File: src/rtl/core/sfm_pkg.sv
// Shared constants, types and twiddle functions for the STFT magnitude block.
// No dependencies; every other file of the block imports this package.
package sfm_pkg;

   localparam int FRAME_LEN  = 64;
   localparam int PTR_W      = $clog2(FRAME_LEN);
   localparam int CNT_W      = 7;
   localparam int ANGLES     = 64;
   localparam int ANGLE_W    = $clog2(ANGLES);
   localparam int ANGLE_STEP = ANGLES / FRAME_LEN;
   localparam int NUM_BINS   = FRAME_LEN / 2 + 1;
   localparam int BIN_W      = 6;
   localparam int FRAME_W    = 16;
   localparam int MAG_W      = 22;
   localparam int ACC_W      = 24;
   localparam int SQ_W       = 48;
   localparam int Q_DEPTH    = 2;
   localparam int Q_PTR_W    = $clog2(Q_DEPTH);

   localparam logic [MAG_W-1:0] MAG_MAX = {MAG_W{1'b1}};

   localparam logic [1:0] CSR_HOP_SIZE        = 2'd0;
   localparam logic [1:0] CSR_FRAMES_PER_CLIP = 2'd1;

   localparam logic KIND_WINDOW = 1'b0;
   localparam logic KIND_SAMPLE = 1'b1;

   typedef struct packed {
      logic [FRAME_W-1:0] frame;
      logic [PTR_W-1:0]   head;
   } job_type;

   typedef struct packed {
      logic               ring_we;
      logic [PTR_W-1:0]   ring_addr;
      logic signed [15:0] sample;
      logic               win_we;
      logic [PTR_W-1:0]   win_addr;
      logic [15:0]        coef;
   } store_wr_type;

   // Cosine for the first quarter turn, Q1.15.
   function automatic logic signed [16:0] quarter_cos(input logic [4:0] i);
      logic signed [16:0] r;
      case (i)
         5'd0:    r = 17'sd32768;
         5'd1:    r = 17'sd32610;
         5'd2:    r = 17'sd32138;
         5'd3:    r = 17'sd31357;
         5'd4:    r = 17'sd30274;
         5'd5:    r = 17'sd28899;
         5'd6:    r = 17'sd27246;
         5'd7:    r = 17'sd25330;
         5'd8:    r = 17'sd23170;
         5'd9:    r = 17'sd20788;
         5'd10:   r = 17'sd18205;
         5'd11:   r = 17'sd15447;
         5'd12:   r = 17'sd12540;
         5'd13:   r = 17'sd9512;
         5'd14:   r = 17'sd6393;
         5'd15:   r = 17'sd3212;
         default: r = 17'sd0;
      endcase
      return r;
   endfunction

   function automatic logic signed [16:0] cos_at(input logic [ANGLE_W-1:0] m);
      logic signed [16:0] r;
      if (m <= 6'd16) begin
         r = quarter_cos(5'(m));
      end else if (m <= 6'd32) begin
         r = -quarter_cos(5'(6'd32 - m));
      end else if (m <= 6'd48) begin
         r = -quarter_cos(5'(m - 6'd32));
      end else begin
         r = quarter_cos(5'(7'd64 - {1'b0, m}));
      end
      return r;
   endfunction

   function automatic logic signed [16:0] sin_at(input logic [ANGLE_W-1:0] m);
      return cos_at(ANGLE_W'(6'd16 - m));
   endfunction

endpackage

File: src/rtl/core/sfm_queue.sv
// Short queue of frame jobs between the front and the back.
// Depends on sfm_pkg.
module sfm_queue import sfm_pkg::*; (
   input  logic    clock,
   input  logic    reset,
   input  logic    push,
   input  job_type push_job,
   input  logic    pop,
   output job_type head_job,
   output logic    empty
);

   job_type                q_mem [Q_DEPTH];
   logic [Q_PTR_W-1:0]     wr_ff, wr_in, rd_ff, rd_in;
   logic [Q_PTR_W:0]       count_ff, count_in;
   logic                   do_pop;

   assign empty    = (count_ff == '0);
   assign do_pop   = pop && !empty;
   assign head_job = q_mem[rd_ff];

   always_comb begin
      wr_in    = push ? Q_PTR_W'(wr_ff + 1'b1) : wr_ff;
      rd_in    = do_pop ? Q_PTR_W'(rd_ff + 1'b1) : rd_ff;
      count_in = count_ff + (Q_PTR_W+1)'(push) - (Q_PTR_W+1)'(do_pop);
   end

   always_ff @(posedge clock) begin
      if (reset) begin
         wr_ff    <= '0;
         rd_ff    <= '0;
         count_ff <= '0;
      end else begin
         wr_ff    <= wr_in;
         rd_ff    <= rd_in;
         count_ff <= count_in;
      end
   end

   always_ff @(posedge clock) begin
      if (push) begin
         q_mem[wr_ff] <= push_job;
      end
   end

endmodule

File: config.mk
export PLATFORM = sky130hd
export DESIGN_NAME = sfm_queue
export DESIGN_NICKNAME = d
export VERILOG_FILES = /design/src/rtl/core/sfm_pkg.sv /design/src/rtl/core/sfm_queue.sv
export SDC_FILE = /design/constraint.sdc
export NUM_CORES = 1
export LEC_CHECK = 0
export BUFFER_PORTS_ARGS = -buffer_cell sky130_fd_sc_hd__buf_2
export CAP_MARGIN = 20
export CORE_UTILIZATION = 35
export CTS_BUF_LIST = sky130_fd_sc_hd__clkbuf_2 sky130_fd_sc_hd__clkbuf_4 sky130_fd_sc_hd__clkbuf_8
export DETAILED_ROUTE_END_ITERATION = 8
export PLACE_DENSITY_LB_ADDON = 0.05
export SLEW_MARGIN = 20
export SYNTH_ARGS = -nofsm -noshare
export SYNTH_HDL_FRONTEND = slang
export SYNTH_SLANG_ARGS = --single-unit
File: constraint.sdc
create_clock -name clock -period 4.8 [get_ports clock]
set_input_delay 0 -clock clock [delete_from_list [all_inputs] [get_ports clock]]
set_output_delay 0 -clock clock [all_outputs]
set_load 0.005 [all_outputs]
==> impl_results.md <==
- Clock sinks: 49
- Power Total: around 0.96 mW
- Clk root buf: clkbuf_8
- # nets final: roughly 190
- Critical path type: flop to flop
- Synth cell types: 12
- Non-filler cells, final: about 230
- Max Clock Freq: about 0.6 GHz
- Tightest Hold Check Type: input port to flop
- Row count: 25
- Post-DP HPWL: just under 2000 µm
- Slowest CP cell: and2_1
- Worst setup EP type: flop
- First-pass GRT wire length: 4530 µm
- Post-route core utilization: 0.502
- Initial drt markers: slightly above 40
- Fin crit share: 0.341
- Post-Route Setup TNS: 0 ns
- Area of the multi-input gates: about 380 µm²
- Die width: around 74 µm
- Mean Syn Cell Area: 20.3 µm²
- Vias/cell: approximately 4.3
- Register area share after synthesis: 0.779
- RSZ-0062 raised after global routing: no
- Final cell area excluding filler cells: 2450 µm²
- Pwr per Cell Area: slightly below 400 nW/µm²
- Net Count, Synth: about 120
- Storage cell area: ~1400 µm²
- Layout cell share with drive strength beyond 1: 0.479
- Number of port buffers: 48
- Max stage delay on crit path: ~0.85 ns
- Pin count of the biggest net entering global routing: 23
- Leakage: between 0.9 and 1 nW
- Final-report hold violation count: 0
- WP data required: around 4.7 ns
- Worst Tran Pin Value: ~1.0 ns
- Cell area after synthesis: about 1800 µm²
- Vias: just over 1000
- Slew Limit Headroom: 0.301
- Drc violations: 0
- Max-cap viol count: 0
- Die footprint: ~5500 µm²
- CP Max Fanout: 22
- Clk Latency, worst-skew pair: 0.29 ns
- Fin crit period: ~1.6 ns
- DP Cell Count: 203
- Height of the chip: between 70 and 80 µm
- #FFs+latches synth: 49
- DR WL/cell: 12.7 µm
- Slew Viols, Final: 0
- CTS buffer count: 5
- ANT cells: 0
- Number of global-route vias before repair: 1032
- Worst-case clock buffer depth: 2
- Fill count: ~440
- Global Route Usage Sum: 0.118
- CP Cell Sequence: and2_1
- Worst vdd ir: 0.218 mV
- TritonRoute pass-1 iters: 4
- CORE AREA: slightly below 5000 µm²
- I/O pins: around 50
- Status: completed
- CP top delay family: simple AND/OR/NAND/NOR gates
- Final Skew: about 0.0033 ns
- Mapped Cells: 90
- Final ANT Viol Nets: 0
- Synth-to-Final Area Change: 34.1%
- Dpl cell area: between 2000 and 2500 µm²
- Total number of yosys warnings: 0
- Initial Util: 0.374
- H-Tree Depth: 2
- Worst path bufs/invs: 0
- # resized after CTS: 0
- Initial antenna violation count: 0
- Routability congestion estimate: between 0.6 and 0.7
- WP data arrival: between 1.5 and 2 ns
- TritonCTS clock tree: built
- Final setup fails: 0
- Crit start category: flop
- Routed WL: 2980 µm
- Global route overflow: 0
- Clk pin slew, worst setup/hold paths: roughly 0.08 ns
==> what timing repair did <==
action / in CTS / in global routing
endpoints found under the hold margin: 47 / 0
setup buffers: 0 / 0
hold buffers: 23 / 0
==> power by group <==
part / switching, mW / internal [mW]
logic: 0.0700 / 0.133
clock network: 0.122 / 0.0982
registers: 0.0350 / 0.505
==> cell usage after synthesis <==
master | number | area share
ha_1 | 2 | 0.014
xnor3_1 | 1 | 0.012
nor2b_1 | 3 | 0.010
inv_1 | 2 | 0.0041
xnor2_1 | 1 | 0.0048
o21a_1 | 1 | 0.0041
nor2_1 | 4 | 0.0082
and2_1 | 1 | 0.0034
edfxtp_1 | 44 | 0.72
buf_6 | 2 | 0.012
dfxtp_1 | 5 | 0.055
mux2_2 | 24 | 0.15
==> through the flow <==
| step | setup WS, ns | hold WS [ns] |
|---|---|---|
| detailed placement | 3.11 | 0.192 |
| global placement | 3.16 | 0.190 |
| CTS | 2.85 | 0.0102 |
| finish | 3.16 | 0.0120 |
| floorplan | 3.07 | 0.0716 |
| global route | 3.06 | 0.0261 |
==> layer usage <==
layer | part of all wire | GRT usage | vias to the layer above
met5 | 0 | 0 | -
met4 | 0.016 | 0.0629 | 0
met3 | 0.044 | 0.0366 | 5
met2 | 0.54 | 0.219 | 29
met1 | 0.40 | 0.118 | 480
li1 | - | - | 493
==> kinds of logic after synthesis <==
| group | synth area share |
|---|---|
| adders and majority gates | 0.0137 |
| DFF | 0.779 |
| buffers and inverters | 0.0165 |
| xor gates and xnor gates | 0.0171 |
| muxes | 0.148 |
| and+or+nand+nor | 0.0219 |
| AOI/OAI and AO/OA | 0.00411 |
==> final cells by class <==
class,count,area share
clock buffer,5,0.0281
clock inverter,3,0.00511
inverter,2,0.00307
multi-input combinational,37,0.156
sequential,49,0.581
tap,67,0.0343
timing repair buffer,71,0.192
==> worst paths after layout <==
path | from | to | slack [ns] | cells after the start
worst max register to register | wr_ff$_SDFFE_PP0P_ | q_mem[1][3]$_DFFE_PP_ | 3.16 | 1
worst min register to register | wr_ff$_SDFFE_PP0P_ | wr_ff$_SDFFE_PP0P_ | 0.59 | 2
worst min-delay path | push | wr_ff$_SDFFE_PP0P_ | 0.01 | 3
worst max-delay path | wr_ff$_SDFFE_PP0P_ | q_mem[1][3]$_DFFE_PP_ | 3.16 | 1
==> state kept, by name (all words and copies together), names as in the netlist, named ones only <==
signal and cells:
count_ff 2, wr_ff 1, q_mem 44, rd_ff 1
==> cell usage in the layout, fill, tap and decap left out, drive strengths merged <==
cell         count
buf             48
nor2b            3
o21a             1
inv              2
edfxtp          44
xnor2            1
clkbuf           5
xnor3            1
nor2             4
mux2            24
dfxtp            5
ha               2
and2             1
clkinv           3
dlygate4sd3     23
Power figures use the tool's default switching activity.
