`src/rtl/core/sfm_pkg.sv`:
```
// Shared constants, types and twiddle functions for the STFT magnitude block.
// No dependencies; every other file of the block imports this package.
package sfm_pkg;

   localparam int FRAME_LEN  = 64;
   localparam int PTR_W      = $clog2(FRAME_LEN);
   localparam int CNT_W      = 7;
   localparam int ANGLES     = 64;
   localparam int ANGLE_W    = $clog2(ANGLES);
   localparam int ANGLE_STEP = ANGLES / FRAME_LEN;
   localparam int NUM_BINS   = FRAME_LEN / 2 + 1;
   localparam int BIN_W      = 6;
   localparam int FRAME_W    = 16;
   localparam int MAG_W      = 22;
   localparam int ACC_W      = 24;
   localparam int SQ_W       = 48;
   localparam int Q_DEPTH    = 2;
   localparam int Q_PTR_W    = $clog2(Q_DEPTH);

   localparam logic [MAG_W-1:0] MAG_MAX = {MAG_W{1'b1}};

   localparam logic [1:0] CSR_HOP_SIZE        = 2'd0;
   localparam logic [1:0] CSR_FRAMES_PER_CLIP = 2'd1;

   localparam logic KIND_WINDOW = 1'b0;
   localparam logic KIND_SAMPLE = 1'b1;

   typedef struct packed {
      logic [FRAME_W-1:0] frame;
      logic [PTR_W-1:0]   head;
   } job_type;

   typedef struct packed {
      logic               ring_we;
      logic [PTR_W-1:0]   ring_addr;
      logic signed [15:0] sample;
      logic               win_we;
      logic [PTR_W-1:0]   win_addr;
      logic [15:0]        coef;
   } store_wr_type;

   // Cosine for the first quarter turn, Q1.15.
   function automatic logic signed [16:0] quarter_cos(input logic [4:0] i);
      logic signed [16:0] r;
      case (i)
         5'd0:    r = 17'sd32768;
         5'd1:    r = 17'sd32610;
         5'd2:    r = 17'sd32138;
         5'd3:    r = 17'sd31357;
         5'd4:    r = 17'sd30274;
         5'd5:    r = 17'sd28899;
         5'd6:    r = 17'sd27246;
         5'd7:    r = 17'sd25330;
         5'd8:    r = 17'sd23170;
         5'd9:    r = 17'sd20788;
         5'd10:   r = 17'sd18205;
         5'd11:   r = 17'sd15447;
         5'd12:   r = 17'sd12540;
         5'd13:   r = 17'sd9512;
         5'd14:   r = 17'sd6393;
         5'd15:   r = 17'sd3212;
         default: r = 17'sd0;
      endcase
      return r;
   endfunction

   function automatic logic signed [16:0] cos_at(input logic [ANGLE_W-1:0] m);
      logic signed [16:0] r;
      if (m <= 6'd16) begin
         r = quarter_cos(5'(m));
      end else if (m <= 6'd32) begin
         r = -quarter_cos(5'(6'd32 - m));
      end else if (m <= 6'd48) begin
         r = -quarter_cos(5'(m - 6'd32));
      end else begin
         r = quarter_cos(5'(7'd64 - {1'b0, m}));
      end
      return r;
   endfunction

   function automatic logic signed [16:0] sin_at(input logic [ANGLE_W-1:0] m);
      return cos_at(ANGLE_W'(6'd16 - m));
   endfunction

endpackage

```
`src/rtl/core/sfm_store.sv`:
```
// Sample ring and window table memories, one write and one registered read each.
// Depends on sfm_pkg.
module sfm_store import sfm_pkg::*; (
   input  logic               clock,
   input  store_wr_type       wr,
   input  logic [PTR_W-1:0]   ring_raddr,
   input  logic [PTR_W-1:0]   win_raddr,
   output logic signed [15:0] ring_rdata,
   output logic [15:0]        win_rdata
);

   logic signed [15:0] ring_mem [FRAME_LEN];
   logic [15:0]        win_mem  [FRAME_LEN];
   logic signed [15:0] ring_rd_ff;
   logic [15:0]        win_rd_ff;

   always_ff @(posedge clock) begin
      if (wr.ring_we) begin
         ring_mem[wr.ring_addr] <= wr.sample;
      end
      if (wr.win_we) begin
         win_mem[wr.win_addr] <= wr.coef;
      end
      ring_rd_ff <= ring_mem[ring_raddr];
      win_rd_ff  <= win_mem[win_raddr];
   end

   assign ring_rdata = ring_rd_ff;
   assign win_rdata  = win_rd_ff;

endmodule

```
`config.mk`:
```
export PLATFORM = sky130hd
export DESIGN_NAME = sfm_store
export DESIGN_NICKNAME = d
export VERILOG_FILES = /design/src/rtl/core/sfm_pkg.sv /design/src/rtl/core/sfm_store.sv
export SDC_FILE = /design/constraint.sdc
export NUM_CORES = 2
export LEC_CHECK = 0
export BUFFER_PORTS_ARGS = -buffer_cell sky130_fd_sc_hd__buf_2
export CORE_MARGIN = 10
export CORE_UTILIZATION = 56
export DETAILED_ROUTE_END_ITERATION = 8
export GPL_ROUTABILITY_DRIVEN = 0
export PLACE_DENSITY = 0.76
export REMOVE_ABC_BUFFERS = 1
export SLEW_MARGIN = 20
export SYNTH_ARGS = -nofsm -noshare
export SYNTH_HDL_FRONTEND = slang
export SYNTH_SLANG_ARGS = --single-unit
```
`constraint.sdc`:
```
create_clock -name clock -period 2.7 [get_ports clock]
set_input_delay 0.675 -clock clock [delete_from_list [all_inputs] [get_ports clock]]
set_output_delay 0.675 -clock clock [all_outputs]
set_load 0.01 [all_outputs]
```
==> flow_summary.yaml <==
run_status:
  outcome: "completed"
clock_network:
  hold_buffers: 0
  clkLatencyLatePin_ps: 830
  numCtsBuffers: 193
  post_cts_buffers: 0
  htreeDepth: 4
  cts.sinks: 2080
  cts_max_path_buffers: 3
  cts_tree: "done"
  post_cts_resized: 0
  clk_pin_slew_ps: 60
  root_buffer: "clkbuf_16"
sta:
  slew-limit-headroom: 0.315
  maxSlewViolCount: 0
  hold_viol_final: 0
  setup_ws_ps: 561
  layout_min_cycle_time_ps: 2140
  rsz0062_at_grt: "no"
  setup_viol: 0
  min_period_over_period: 0.792
  tightest_slew_ps: 1020
  clock.fmax_mhz: 468
  finClkSkew_ps: 35.9
  fin_tns_setup_ps: 0
power:
  power.density_nw_per_um2: 720
  fin_total_pwr_mw: 66.0
  p_leak_nw: 29.3
  ir_drop_mv: 0.699
yosys:
  synth_top_family_by_area: "multiplexers"
  ys_seq_area_frac: 0.784
  async_flop_share: 0
  synthMuxAreaShare: 0.156
  synthFlopType: "edfxtp_1"
  avgSynthCellArea_um2: 22.5
  synth_xor_xnor_area_share: 0
  synth_area_um2: 79300
  synth-compound-area-share: 0.0246
  synth-simple-area-share: 0.0216
  ys_seq_elements: 2080
  synth.distinct_cells: 46
  yosysWarnings: 0
  yosys.area_share.adder: 0
  synth-edff-count: 2048
  postSynthCellCount: 3526
floorplan:
  die_x_um: 396
  row_count: 137
  die_h_um: 396
  die_area_um2: 157000
  io_pins: 91
  initial_core_util: 0.566
  core_um2: 140000
global_routing:
  grt_pass1_wl_mm: 281
  overflow: 0
  grt_pass1_vias: 40200
  grt_usage: 0.244
  grt_max_degree: 65
  antenna_found_initial: 12
setup_path:
  start_kind: "flip-flop"
  crit_family: "flip-flops"
  arrival_ps: 1460
  setup.worst_path.end_class: "primary output"
  critPathMaxFanout: 1
  crit_slowest_cell: "dfxtp_1"
  crit_chain: "buf_2"
  max_stage_delay_ps: 450
  crit_type: "flip-flop to primary output"
  crit_buf_inv: 1
  worstPathRequired_ps: 2030
cells_and_area:
  utilization: 0.655
  area_growth_pct: 15.7
  final_area_um2: 91700
  drive_gt1_frac: 0.316
  layout.nets: 4090
detailed_routing:
  routedWlPerCell_um: 31.6
  route.detailed.drc: 0
  vias: 40000
  drt-total-wl_mm: 192
  viasPerCell: 6.58
  dr.pass1.iters: 7
  antenna_left: 0
  drt_iter0_markers: 5919
place:
  post_dp_cell_area_um2: 85500
  dp_slack_ps: -122
  dp_hpwl_mm: 116
  portBuffers: 90
hold_path:
  hold_path_class: "input port to flip-flop"
run:
  maxCapViolations: 0
-- where the power goes --
group	total (mW)	switching, mW	internal, mW
sequential	35.9	0.128	35.7
combinational	3.63	2.18	1.45
clock	26.5	11.6	14.9
total	66.0	14.0	52.1
-- cell type report --
type | count | area [µm²]
antenna | 8 | 20.0
clock buffer | 222 | 5030
clock inverter | 135 | 1150
fill | 8494 | 48400
multi-input combinational | 1247 | 16000
sequential | 2080 | 62100
tap | 1876 | 2350
timing repair buffer | 509 | 4970
-- Yosys cell counts (2+ instances only) --
library cell       n  area share
a211o_1            9     0.00099
a211oi_1          41      0.0039
a211oi_2           2     0.00032
a21oi_1           16      0.0010
a221o_1            3     0.00038
a221oi_1          16      0.0018
a22oi_1           45      0.0043
a311oi_1           4     0.00044
and2_1             3     0.00024
and2b_1            2     0.00019
and3_1             4     0.00032
and4_1             6     0.00066
buf_1             13     0.00062
buf_2             63      0.0040
buf_4             51      0.0048
buf_6             12      0.0017
clkbuf_1          56      0.0027
dfxtp_1           32      0.0081
dlymetal6s2s_1     2     0.00032
edfxtp_1        2048        0.78
mux2_2            30      0.0043
mux2i_1           72      0.0091
mux4_1             8      0.0027
mux4_2           491        0.14
nand2_1           55      0.0026
nand2b_1          14      0.0011
nand3_1           37      0.0023
nand3b_1           7     0.00066
nand4_1           12     0.00095
nor2_1           174      0.0082
nor2b_1           31      0.0024
nor3_1            13     0.00082
nor4bb_1           2     0.00025
o2111ai_1          3     0.00033
o21a_1            10     0.00095
o21ai_0           30      0.0019
o21ai_1           11     0.00069
o221ai_1          10      0.0011
o22a_1             3     0.00033
o22ai_1           61      0.0048
o41ai_1           13      0.0014
or3_1              6     0.00047
or3b_2             2     0.00022
-- sequential cells by signal, indices dropped and copies added (netlist names) --
register,flops
win_rdata,16
ring_mem,1024
win_mem,1024
ring_rdata,16
-- logic make-up after synthesis --
| group | after synthesis |
|---|---|
| buffers and inverters | 199 |
| AO/OA/AOI/OAI | 277 |
| flip-flops | 2080 |
| AND/OR/NAND/NOR | 369 |
| multiplexers | 601 |
-- routing by layer --
| layer | track usage | share of wire | vias up | routed length (µm) |
|---|---|---|---|---|
| met3 | 0.0646 | 0.11 | 380 | 22000 |
| met1 | 0.341 | 0.37 | 21000 | 71200 |
| met4 | 0.0750 | 0.032 | 8 | 6130 |
| met5 | 0 | 0.00024 | - | 46 |
| met2 | 0.382 | 0.48 | 2641 | 92800 |
| li1 | - | - | 16000 | - |
-- through the flow --
stage	hold slack, ps	cells
after floorplan	741	3327
final	294	6077
after global placement	881	5712
after CTS	221	6069
after global routing	280	6075
after detailed placement	888	5712
-- layout by cell type (no fill, tap or decap), types with 32 or more instances in the layout --
master and n:
edfxtp_1 2048, mux4_2 491, buf_4 314, clkbuf_16 197
nor2_1 169, buf_12 105, buf_2 84, mux2i_1 72
o22ai_1 61, nand2_1 55, clkinv_1 51, a22oi_1 45
a211oi_1 41, clkinv_2 40, nand3_1 37, dfxtp_1 32
-- worst paths after layout --
kind                   startpoint             to  slack [ps]  depth (start not counted)
setup / recovery    ring_rdata[6]  ring_rdata[6]         560                          1
hold / removal       win_raddr[5]  win_rdata[12]         290                          3
setup reg to reg  ring_mem[23][5]  ring_rdata[5]         620                          5
hold reg to reg    win_mem[50][1]   win_rdata[1]         880                          5
-- worst min-delay path, stage by stage --
cell,delay [ps]
buf_2,200
o2111ai_1,120
o21ai_1,70
(Power assumes the default switching activity.)
