## config.mk

```make
export PLATFORM = sky130hd
export DESIGN_NAME = sfm_front_flat
export DESIGN_NICKNAME = d
export VERILOG_FILES = /design/src/rtl/core/sfm_pkg.sv /design/src/rtl/core/sfm_channels.sv /design/src/rtl/core/sfm_front.sv /design/src/flat_wrapper.sv
export SDC_FILE = /design/constraint.sdc
export NUM_CORES = 1
export LEC_CHECK = 0
export BUFFER_PORTS_ARGS = -buffer_cell sky130_fd_sc_hd__buf_2
export CORE_MARGIN = 5
export CORE_UTILIZATION = 51
export CTS_CLUSTER_SIZE = 40
export DETAILED_ROUTE_END_ITERATION = 6
export GPL_TIMING_DRIVEN = 1
export PLACE_DENSITY = 0.86
export SYNTH_ARGS = -nofsm -noshare
export SYNTH_HDL_FRONTEND = slang
export SYNTH_SLANG_ARGS = --single-unit
export TNS_END_PERCENT = 50
```

## constraint.sdc

```tcl
create_clock -name clock -period 4.3 [get_ports clock]
set_clock_uncertainty 0.05 [all_clocks]
set_input_delay 0.645 -clock clock [delete_from_list [all_inputs] [get_ports clock]]
set_output_delay 0.645 -clock clock [all_outputs]
set_load 0.02 [all_outputs]
```

## src/rtl/core/sfm_pkg.sv

```systemverilog
// Shared constants, types and twiddle functions for the STFT magnitude block.
// No dependencies; every other file of the block imports this package.
package sfm_pkg;

   localparam int FRAME_LEN  = 64;
   localparam int PTR_W      = $clog2(FRAME_LEN);
   localparam int CNT_W      = 7;
   localparam int ANGLES     = 64;
   localparam int ANGLE_W    = $clog2(ANGLES);
   localparam int ANGLE_STEP = ANGLES / FRAME_LEN;
   localparam int NUM_BINS   = FRAME_LEN / 2 + 1;
   localparam int BIN_W      = 6;
   localparam int FRAME_W    = 16;
   localparam int MAG_W      = 22;
   localparam int ACC_W      = 24;
   localparam int SQ_W       = 48;
   localparam int Q_DEPTH    = 2;
   localparam int Q_PTR_W    = $clog2(Q_DEPTH);

   localparam logic [MAG_W-1:0] MAG_MAX = {MAG_W{1'b1}};

   localparam logic [1:0] CSR_HOP_SIZE        = 2'd0;
   localparam logic [1:0] CSR_FRAMES_PER_CLIP = 2'd1;

   localparam logic KIND_WINDOW = 1'b0;
   localparam logic KIND_SAMPLE = 1'b1;

   typedef struct packed {
      logic [FRAME_W-1:0] frame;
      logic [PTR_W-1:0]   head;
   } job_type;

   typedef struct packed {
      logic               ring_we;
      logic [PTR_W-1:0]   ring_addr;
      logic signed [15:0] sample;
      logic               win_we;
      logic [PTR_W-1:0]   win_addr;
      logic [15:0]        coef;
   } store_wr_type;

   // Cosine for the first quarter turn, Q1.15.
   function automatic logic signed [16:0] quarter_cos(input logic [4:0] i);
      logic signed [16:0] r;
      case (i)
         5'd0:    r = 17'sd32768;
         5'd1:    r = 17'sd32610;
         5'd2:    r = 17'sd32138;
         5'd3:    r = 17'sd31357;
         5'd4:    r = 17'sd30274;
         5'd5:    r = 17'sd28899;
         5'd6:    r = 17'sd27246;
         5'd7:    r = 17'sd25330;
         5'd8:    r = 17'sd23170;
         5'd9:    r = 17'sd20788;
         5'd10:   r = 17'sd18205;
         5'd11:   r = 17'sd15447;
         5'd12:   r = 17'sd12540;
         5'd13:   r = 17'sd9512;
         5'd14:   r = 17'sd6393;
         5'd15:   r = 17'sd3212;
         default: r = 17'sd0;
      endcase
      return r;
   endfunction

   function automatic logic signed [16:0] cos_at(input logic [ANGLE_W-1:0] m);
      logic signed [16:0] r;
      if (m <= 6'd16) begin
         r = quarter_cos(5'(m));
      end else if (m <= 6'd32) begin
         r = -quarter_cos(5'(6'd32 - m));
      end else if (m <= 6'd48) begin
         r = -quarter_cos(5'(m - 6'd32));
      end else begin
         r = quarter_cos(5'(7'd64 - {1'b0, m}));
      end
      return r;
   endfunction

   function automatic logic signed [16:0] sin_at(input logic [ANGLE_W-1:0] m);
      return cos_at(ANGLE_W'(6'd16 - m));
   endfunction

endpackage

```

## src/rtl/core/sfm_channels.sv

```systemverilog
// Valid/ready channel interfaces for the sample input and the magnitude output.
// Depends on sfm_pkg for field widths.
interface sfm_req_if import sfm_pkg::*; ();
   logic               valid;
   logic               ready;
   logic               kind;
   logic               first_of_clip;
   logic signed [15:0] sample;
   logic [5:0]         entry_index;
   logic [15:0]        coefficient;

   modport source (output valid, kind, first_of_clip, sample, entry_index, coefficient,
                   input ready);
   modport sink   (input valid, kind, first_of_clip, sample, entry_index, coefficient,
                   output ready);
endinterface


```

## src/rtl/core/sfm_front.sv

```systemverilog
// Input front end: configuration registers, fill and hop counters, frame decision.
// Depends on sfm_pkg and the sfm_req_if channel.
module sfm_front import sfm_pkg::*; (
   input  logic         clock,
   input  logic         reset,
   sfm_req_if.sink      req_bus,
   input  logic         csr_wr_en,
   input  logic [1:0]   csr_index,
   input  logic [15:0]  csr_wdata,
   input  logic         back_busy,
   input  logic         q_empty,
   output logic         job_push,
   output job_type      job,
   output store_wr_type wr
);

   logic [6:0]         hop_ff, hop_in;
   logic [15:0]        fpc_ff, fpc_in;
   logic [CNT_W-1:0]   filled_ff, filled_in, since_ff, since_in;
   logic [FRAME_W-1:0] frame_ff, frame_in;
   logic [PTR_W-1:0]   wptr_ff, wptr_in;

   logic               accept, sample_acc, fire;
   logic [CNT_W-1:0]   f0, s0, filled_nx, since_nx;
   logic [FRAME_W-1:0] fc0;

   // Nothing is taken while a frame is queued or being transformed, so the
   // ring and the window table stay still under the back end's reads.
   assign req_bus.ready = q_empty && !back_busy;
   assign accept        = req_bus.valid && req_bus.ready;
   assign sample_acc    = accept && (req_bus.kind == KIND_SAMPLE);

   always_comb begin
      f0  = req_bus.first_of_clip ? '0 : filled_ff;
      s0  = req_bus.first_of_clip ? '0 : since_ff;
      fc0 = req_bus.first_of_clip ? '0 : frame_ff;
      filled_nx = (f0 < CNT_W'(FRAME_LEN)) ? CNT_W'(f0 + 1'b1) : f0;
      since_nx  = (s0 != {CNT_W{1'b1}}) ? CNT_W'(s0 + 1'b1) : s0;
      fire = (filled_nx == CNT_W'(FRAME_LEN)) && (fc0 < fpc_ff) &&
             ((fc0 == '0) || (since_nx >= hop_ff));

      filled_in = filled_ff;
      since_in  = since_ff;
      frame_in  = frame_ff;
      wptr_in   = wptr_ff;
      if (sample_acc) begin
         filled_in = filled_nx;
         since_in  = fire ? '0 : since_nx;
         frame_in  = fire ? FRAME_W'(fc0 + 1'b1) : fc0;
         wptr_in   = PTR_W'(wptr_ff + 1'b1);
      end

      hop_in = hop_ff;
      fpc_in = fpc_ff;
      if (csr_wr_en) begin
         case (csr_index)
            CSR_HOP_SIZE:        hop_in = csr_wdata[6:0];
            CSR_FRAMES_PER_CLIP: fpc_in = csr_wdata;
            default:             ;
         endcase
      end

      job_push  = sample_acc && fire;
      job.frame = fc0;
      job.head  = PTR_W'(wptr_ff + 1'b1);

      wr.ring_we   = sample_acc;
      wr.ring_addr = wptr_ff;
      wr.sample    = req_bus.sample;
      wr.win_we    = accept && (req_bus.kind == KIND_WINDOW) &&
                     ({1'b0, req_bus.entry_index} < 7'(FRAME_LEN));
      wr.win_addr  = PTR_W'(req_bus.entry_index);
      wr.coef      = req_bus.coefficient;
   end

   always_ff @(posedge clock) begin
      if (reset) begin
         hop_ff    <= 7'd32;
         fpc_ff    <= 16'd499;
         filled_ff <= '0;
         since_ff  <= '0;
         frame_ff  <= '0;
         wptr_ff   <= '0;
      end else begin
         hop_ff    <= hop_in;
         fpc_ff    <= fpc_in;
         filled_ff <= filled_in;
         since_ff  <= since_in;
         frame_ff  <= frame_in;
         wptr_ff   <= wptr_in;
      end
   end

endmodule

```

## src/flat_wrapper.sv

```systemverilog
// flat-port wrapper written by rule: the top's interface ports become plain ports
module sfm_front_flat import sfm_pkg::*;
  (clock, reset, csr_wr_en, csr_index, csr_wdata, back_busy, q_empty, job_push, job, wr, req_bus_valid, req_bus_kind, req_bus_first_of_clip, req_bus_sample, req_bus_entry_index, req_bus_coefficient, req_bus_ready);
  sfm_req_if req_bus_i ();
  input  logic clock;
  input  logic reset;
  input  logic csr_wr_en;
  input  logic [1:0] csr_index;
  input  logic [15:0] csr_wdata;
  input  logic back_busy;
  input  logic q_empty;
  output logic job_push;
  output job_type job;
  output store_wr_type wr;
  input wire logic [$bits(req_bus_i.valid)-1:0] req_bus_valid;
  input wire logic [$bits(req_bus_i.kind)-1:0] req_bus_kind;
  input wire logic [$bits(req_bus_i.first_of_clip)-1:0] req_bus_first_of_clip;
  input wire logic [$bits(req_bus_i.sample)-1:0] req_bus_sample;
  input wire logic [$bits(req_bus_i.entry_index)-1:0] req_bus_entry_index;
  input wire logic [$bits(req_bus_i.coefficient)-1:0] req_bus_coefficient;
  output wire logic [$bits(req_bus_i.ready)-1:0] req_bus_ready;
  assign req_bus_i.valid = req_bus_valid;
  assign req_bus_i.kind = req_bus_kind;
  assign req_bus_i.first_of_clip = req_bus_first_of_clip;
  assign req_bus_i.sample = req_bus_sample;
  assign req_bus_i.entry_index = req_bus_entry_index;
  assign req_bus_i.coefficient = req_bus_coefficient;
  assign req_bus_ready = req_bus_i.ready;
  sfm_front u_core (.clock(clock), .reset(reset), .req_bus(req_bus_i), .csr_wr_en(csr_wr_en), .csr_index(csr_index), .csr_wdata(csr_wdata), .back_busy(back_busy), .q_empty(q_empty), .job_push(job_push), .job(job), .wr(wr));
endmodule
```

==> flow_summary.toml <==
[cts]
cts-buffers-inserted = 9
tritoncts = "built"
root_buffer = "clkbuf_8"
clock_sinks = 59
htreeDepth = 3
clk_latency_ns = 0.35
cts_buffer_depth = 2
path_clk_slew_ns = 0.06

[logic_synthesis]
synth_cell_types = 57
ys_seq_elements = 59
yosysWarnings = 0
synth_cells = 504
synth_edf_count = 0
netlist_top_cells_count = "dfxtp_1, nand2_1, nor2_1"
synth-async-reset-ratio_pct = 0
avgSynthCellArea_um2 = 7.84
synth_area_leaders = "dfxtp_1, ha_1, buf_4"
ys_seq_area_share_pct = 29.9
synth_top_area_share_pct = 29.9
syn_area_um2 = 3950
synth_nets = 595
synth_area_leader_cell = "dfxtp_1"
synth_ff_type = "dfxtp_1"

[timing]
worst_slew_pin_slew_ns = 0.793
min_period_ns = 4.15
maxSlewHeadroom_pct = 47.0
fmaxAchievable_mhz = 241
setup_viol_count_final = 0
hold_violations = 0
min_period_over_period_pct = 96.5
rsz0062_at_grt = "yes"
setup_tns_ns = 0
drv_slew = 0
worst_hold_slack_ns = 0.409

[global_routing]
grt_overflow_total = 0
grt_pass1_vias = 3588
antenna_found_initial = 0
grt_max_degree = 63
grt_usage_pct = 20.9
grt_pass1_wl_mm = 16.7

[finish]
drive_above_1_share_pct = 18.5
diodes = 0
layout.nets = 605
area_growth_pct = 7.34
final_util_pct = 55.5
fin_area_um2 = 4240

[worst_hold_path]
whs_endpoint = "u_core.fpc_ff[12]"
hold_depth = 2
hp-start = "u_core.fpc_ff[12]"
hp-class = "register to register"

[power_and_ir_drop]
irDropWorstVdd_uv = 190
p_per_area_nw_per_um2 = 279
power_mw = 1.18
leakage_nw = 1.94

[die]
die_y_um = 98.0
die_area_um2 = 9610
dieWidth_um = 98.0
row_count = 32
core_area_um2 = 7650
start_util_pct = 51.7
design.portCount = 134

[flow_run]
cap_violations = 0

[worst_setup_path]
crit_type = "primary input to output pin"
reg2reg_slack_ns = 0.52
worstPathRequired_ns = 3.61
rr_startpoint = "u_core.since_ff[1]"
worst_setup_path_start_kind = "primary input"
r2r-end = "u_core.frame_ff[2]"
cp-end-kind = "output pin"
reg2regPathDepth = 15
critPathMaxFanout = 4
arrival_ns = 3.46

[routing]
drt_wl_total_mm = 9.87
postRouteAntennaNets = 0
wire_per_inst_um = 15.9
route.detailed.drc = 0
viasPerCell = 5.84
via_count = 3625
first_pass_iters = 5
drtIter0Drc = 365

[status]
outcome = "completed"

[placement]
port_buffers = 57
gp_congestion = 0.890
dp_hpwl_mm = 7.14
dpl_cell_area_um2 = 4010
## state kept, by name, indices dropped and copies added (netlist names)
signal / flops
u_core.fpc_ff: 16
u_core.frame_ff: 16
u_core.filled_ff: 7
u_core.hop_ff: 7
u_core.since_ff: 7
u_core.wptr_ff: 6
## critical path, cell delays in order
cell,delay (ns)
buf_2,0.11
nor2b_1,0.17
ha_1,0.22
nand3_1,0.15
nor3_2,0.22
nand2_1,0.15
buf_4,0.17
mux2_2,0.28
ha_1,0.29
a21o_1,0.16
a211oi_1,0.24
o211a_1,0.27
and4b_1,0.23
buf_2,0.16
## cell type report
class / count / area, um^2
tap: 102 / 128
sequential: 59 / 1180
clock buffer: 12 / 165
inverter: 28 / 105
multi-input combinational: 351 / 2270
timing repair buffer: 65 / 345
fill: 687 / 3400
clock inverter: 4 / 47.5
## report_power, final
| group | switching [mW] | internal, mW |
|---|---|---|
| combinational | 0.0549 | 0.0305 |
| clock | 0.225 | 0.313 |
| sequential | 0.00440 | 0.555 |
| total | 0.285 | 0.898 |
## through the flow
stage / std cells / setup slack, ns
2_1_floorplan: 504 / 0.281
3_3_place_gp: 604 / 0.114
3_5_place_dp: 604 / -0.0824
4_1_cts: 620 / 0.0539
5_1_grt: 621 / -0.0188
6_report: 621 / 0.149
## placed cells by master (no fill, tap or decap), types with 9 or more instances in the layout
| master | instances |
|---|---|
| nand4_1 | 9 |
| nand3_1 | 18 |
| and3_1 | 12 |
| a21oi_1 | 38 |
| buf_2 | 57 |
| ha_1 | 27 |
| nand2_1 | 59 |
| nor2b_1 | 23 |
| dfxtp_1 | 59 |
| o21ai_0 | 19 |
| clkbuf_8 | 12 |
| nor2_1 | 42 |
| inv_1 | 27 |
## timing repair
item / CTS / global route
buffers inserted: 0 / 1
hold buffers: 0 / 0
gates resized for setup: 0 / 3
endpoints found under the setup margin: 0 / 9
endpoints found under the hold margin: 0 / 0
## kinds of logic (layout without fill, tap and decap cells)
family          Yosys count  count (layout)  synth area share [%]
compound gates           97              97                  15.8
flops                    59              59                  29.9
fa+ha+maj                27              27                  8.55
simple gates            205             205                  27.3
buf+inv                  94             109                  13.1
mux                       8               8                  2.31
xor+xnor                 14              14                  3.10
## metal layers
metal	up-vias	share of wire, %	global-route usage [%]
met2	171	47	34.7
met4	0	3.9	10.8
met5	-	0	0
met1	1661	41	24.9
li1	1746	-	-
met3	47	7.6	5.29
## worst max path at each step
stage                     startpoint            endpoint  slack, ns
3_3_place_gp   req_bus_first_of_clip  u_core.frame_ff[2]       0.11
4_1_cts        req_bus_first_of_clip            job_push       0.05
2_1_floorplan  req_bus_first_of_clip            job_push       0.28
6_report       req_bus_first_of_clip            job_push       0.15
5_1_grt        req_bus_first_of_clip            job_push      -0.02
3_5_place_dp   req_bus_first_of_clip  u_core.frame_ff[2]      -0.08
No activity file was read; power rests on OpenSTA's default activity.
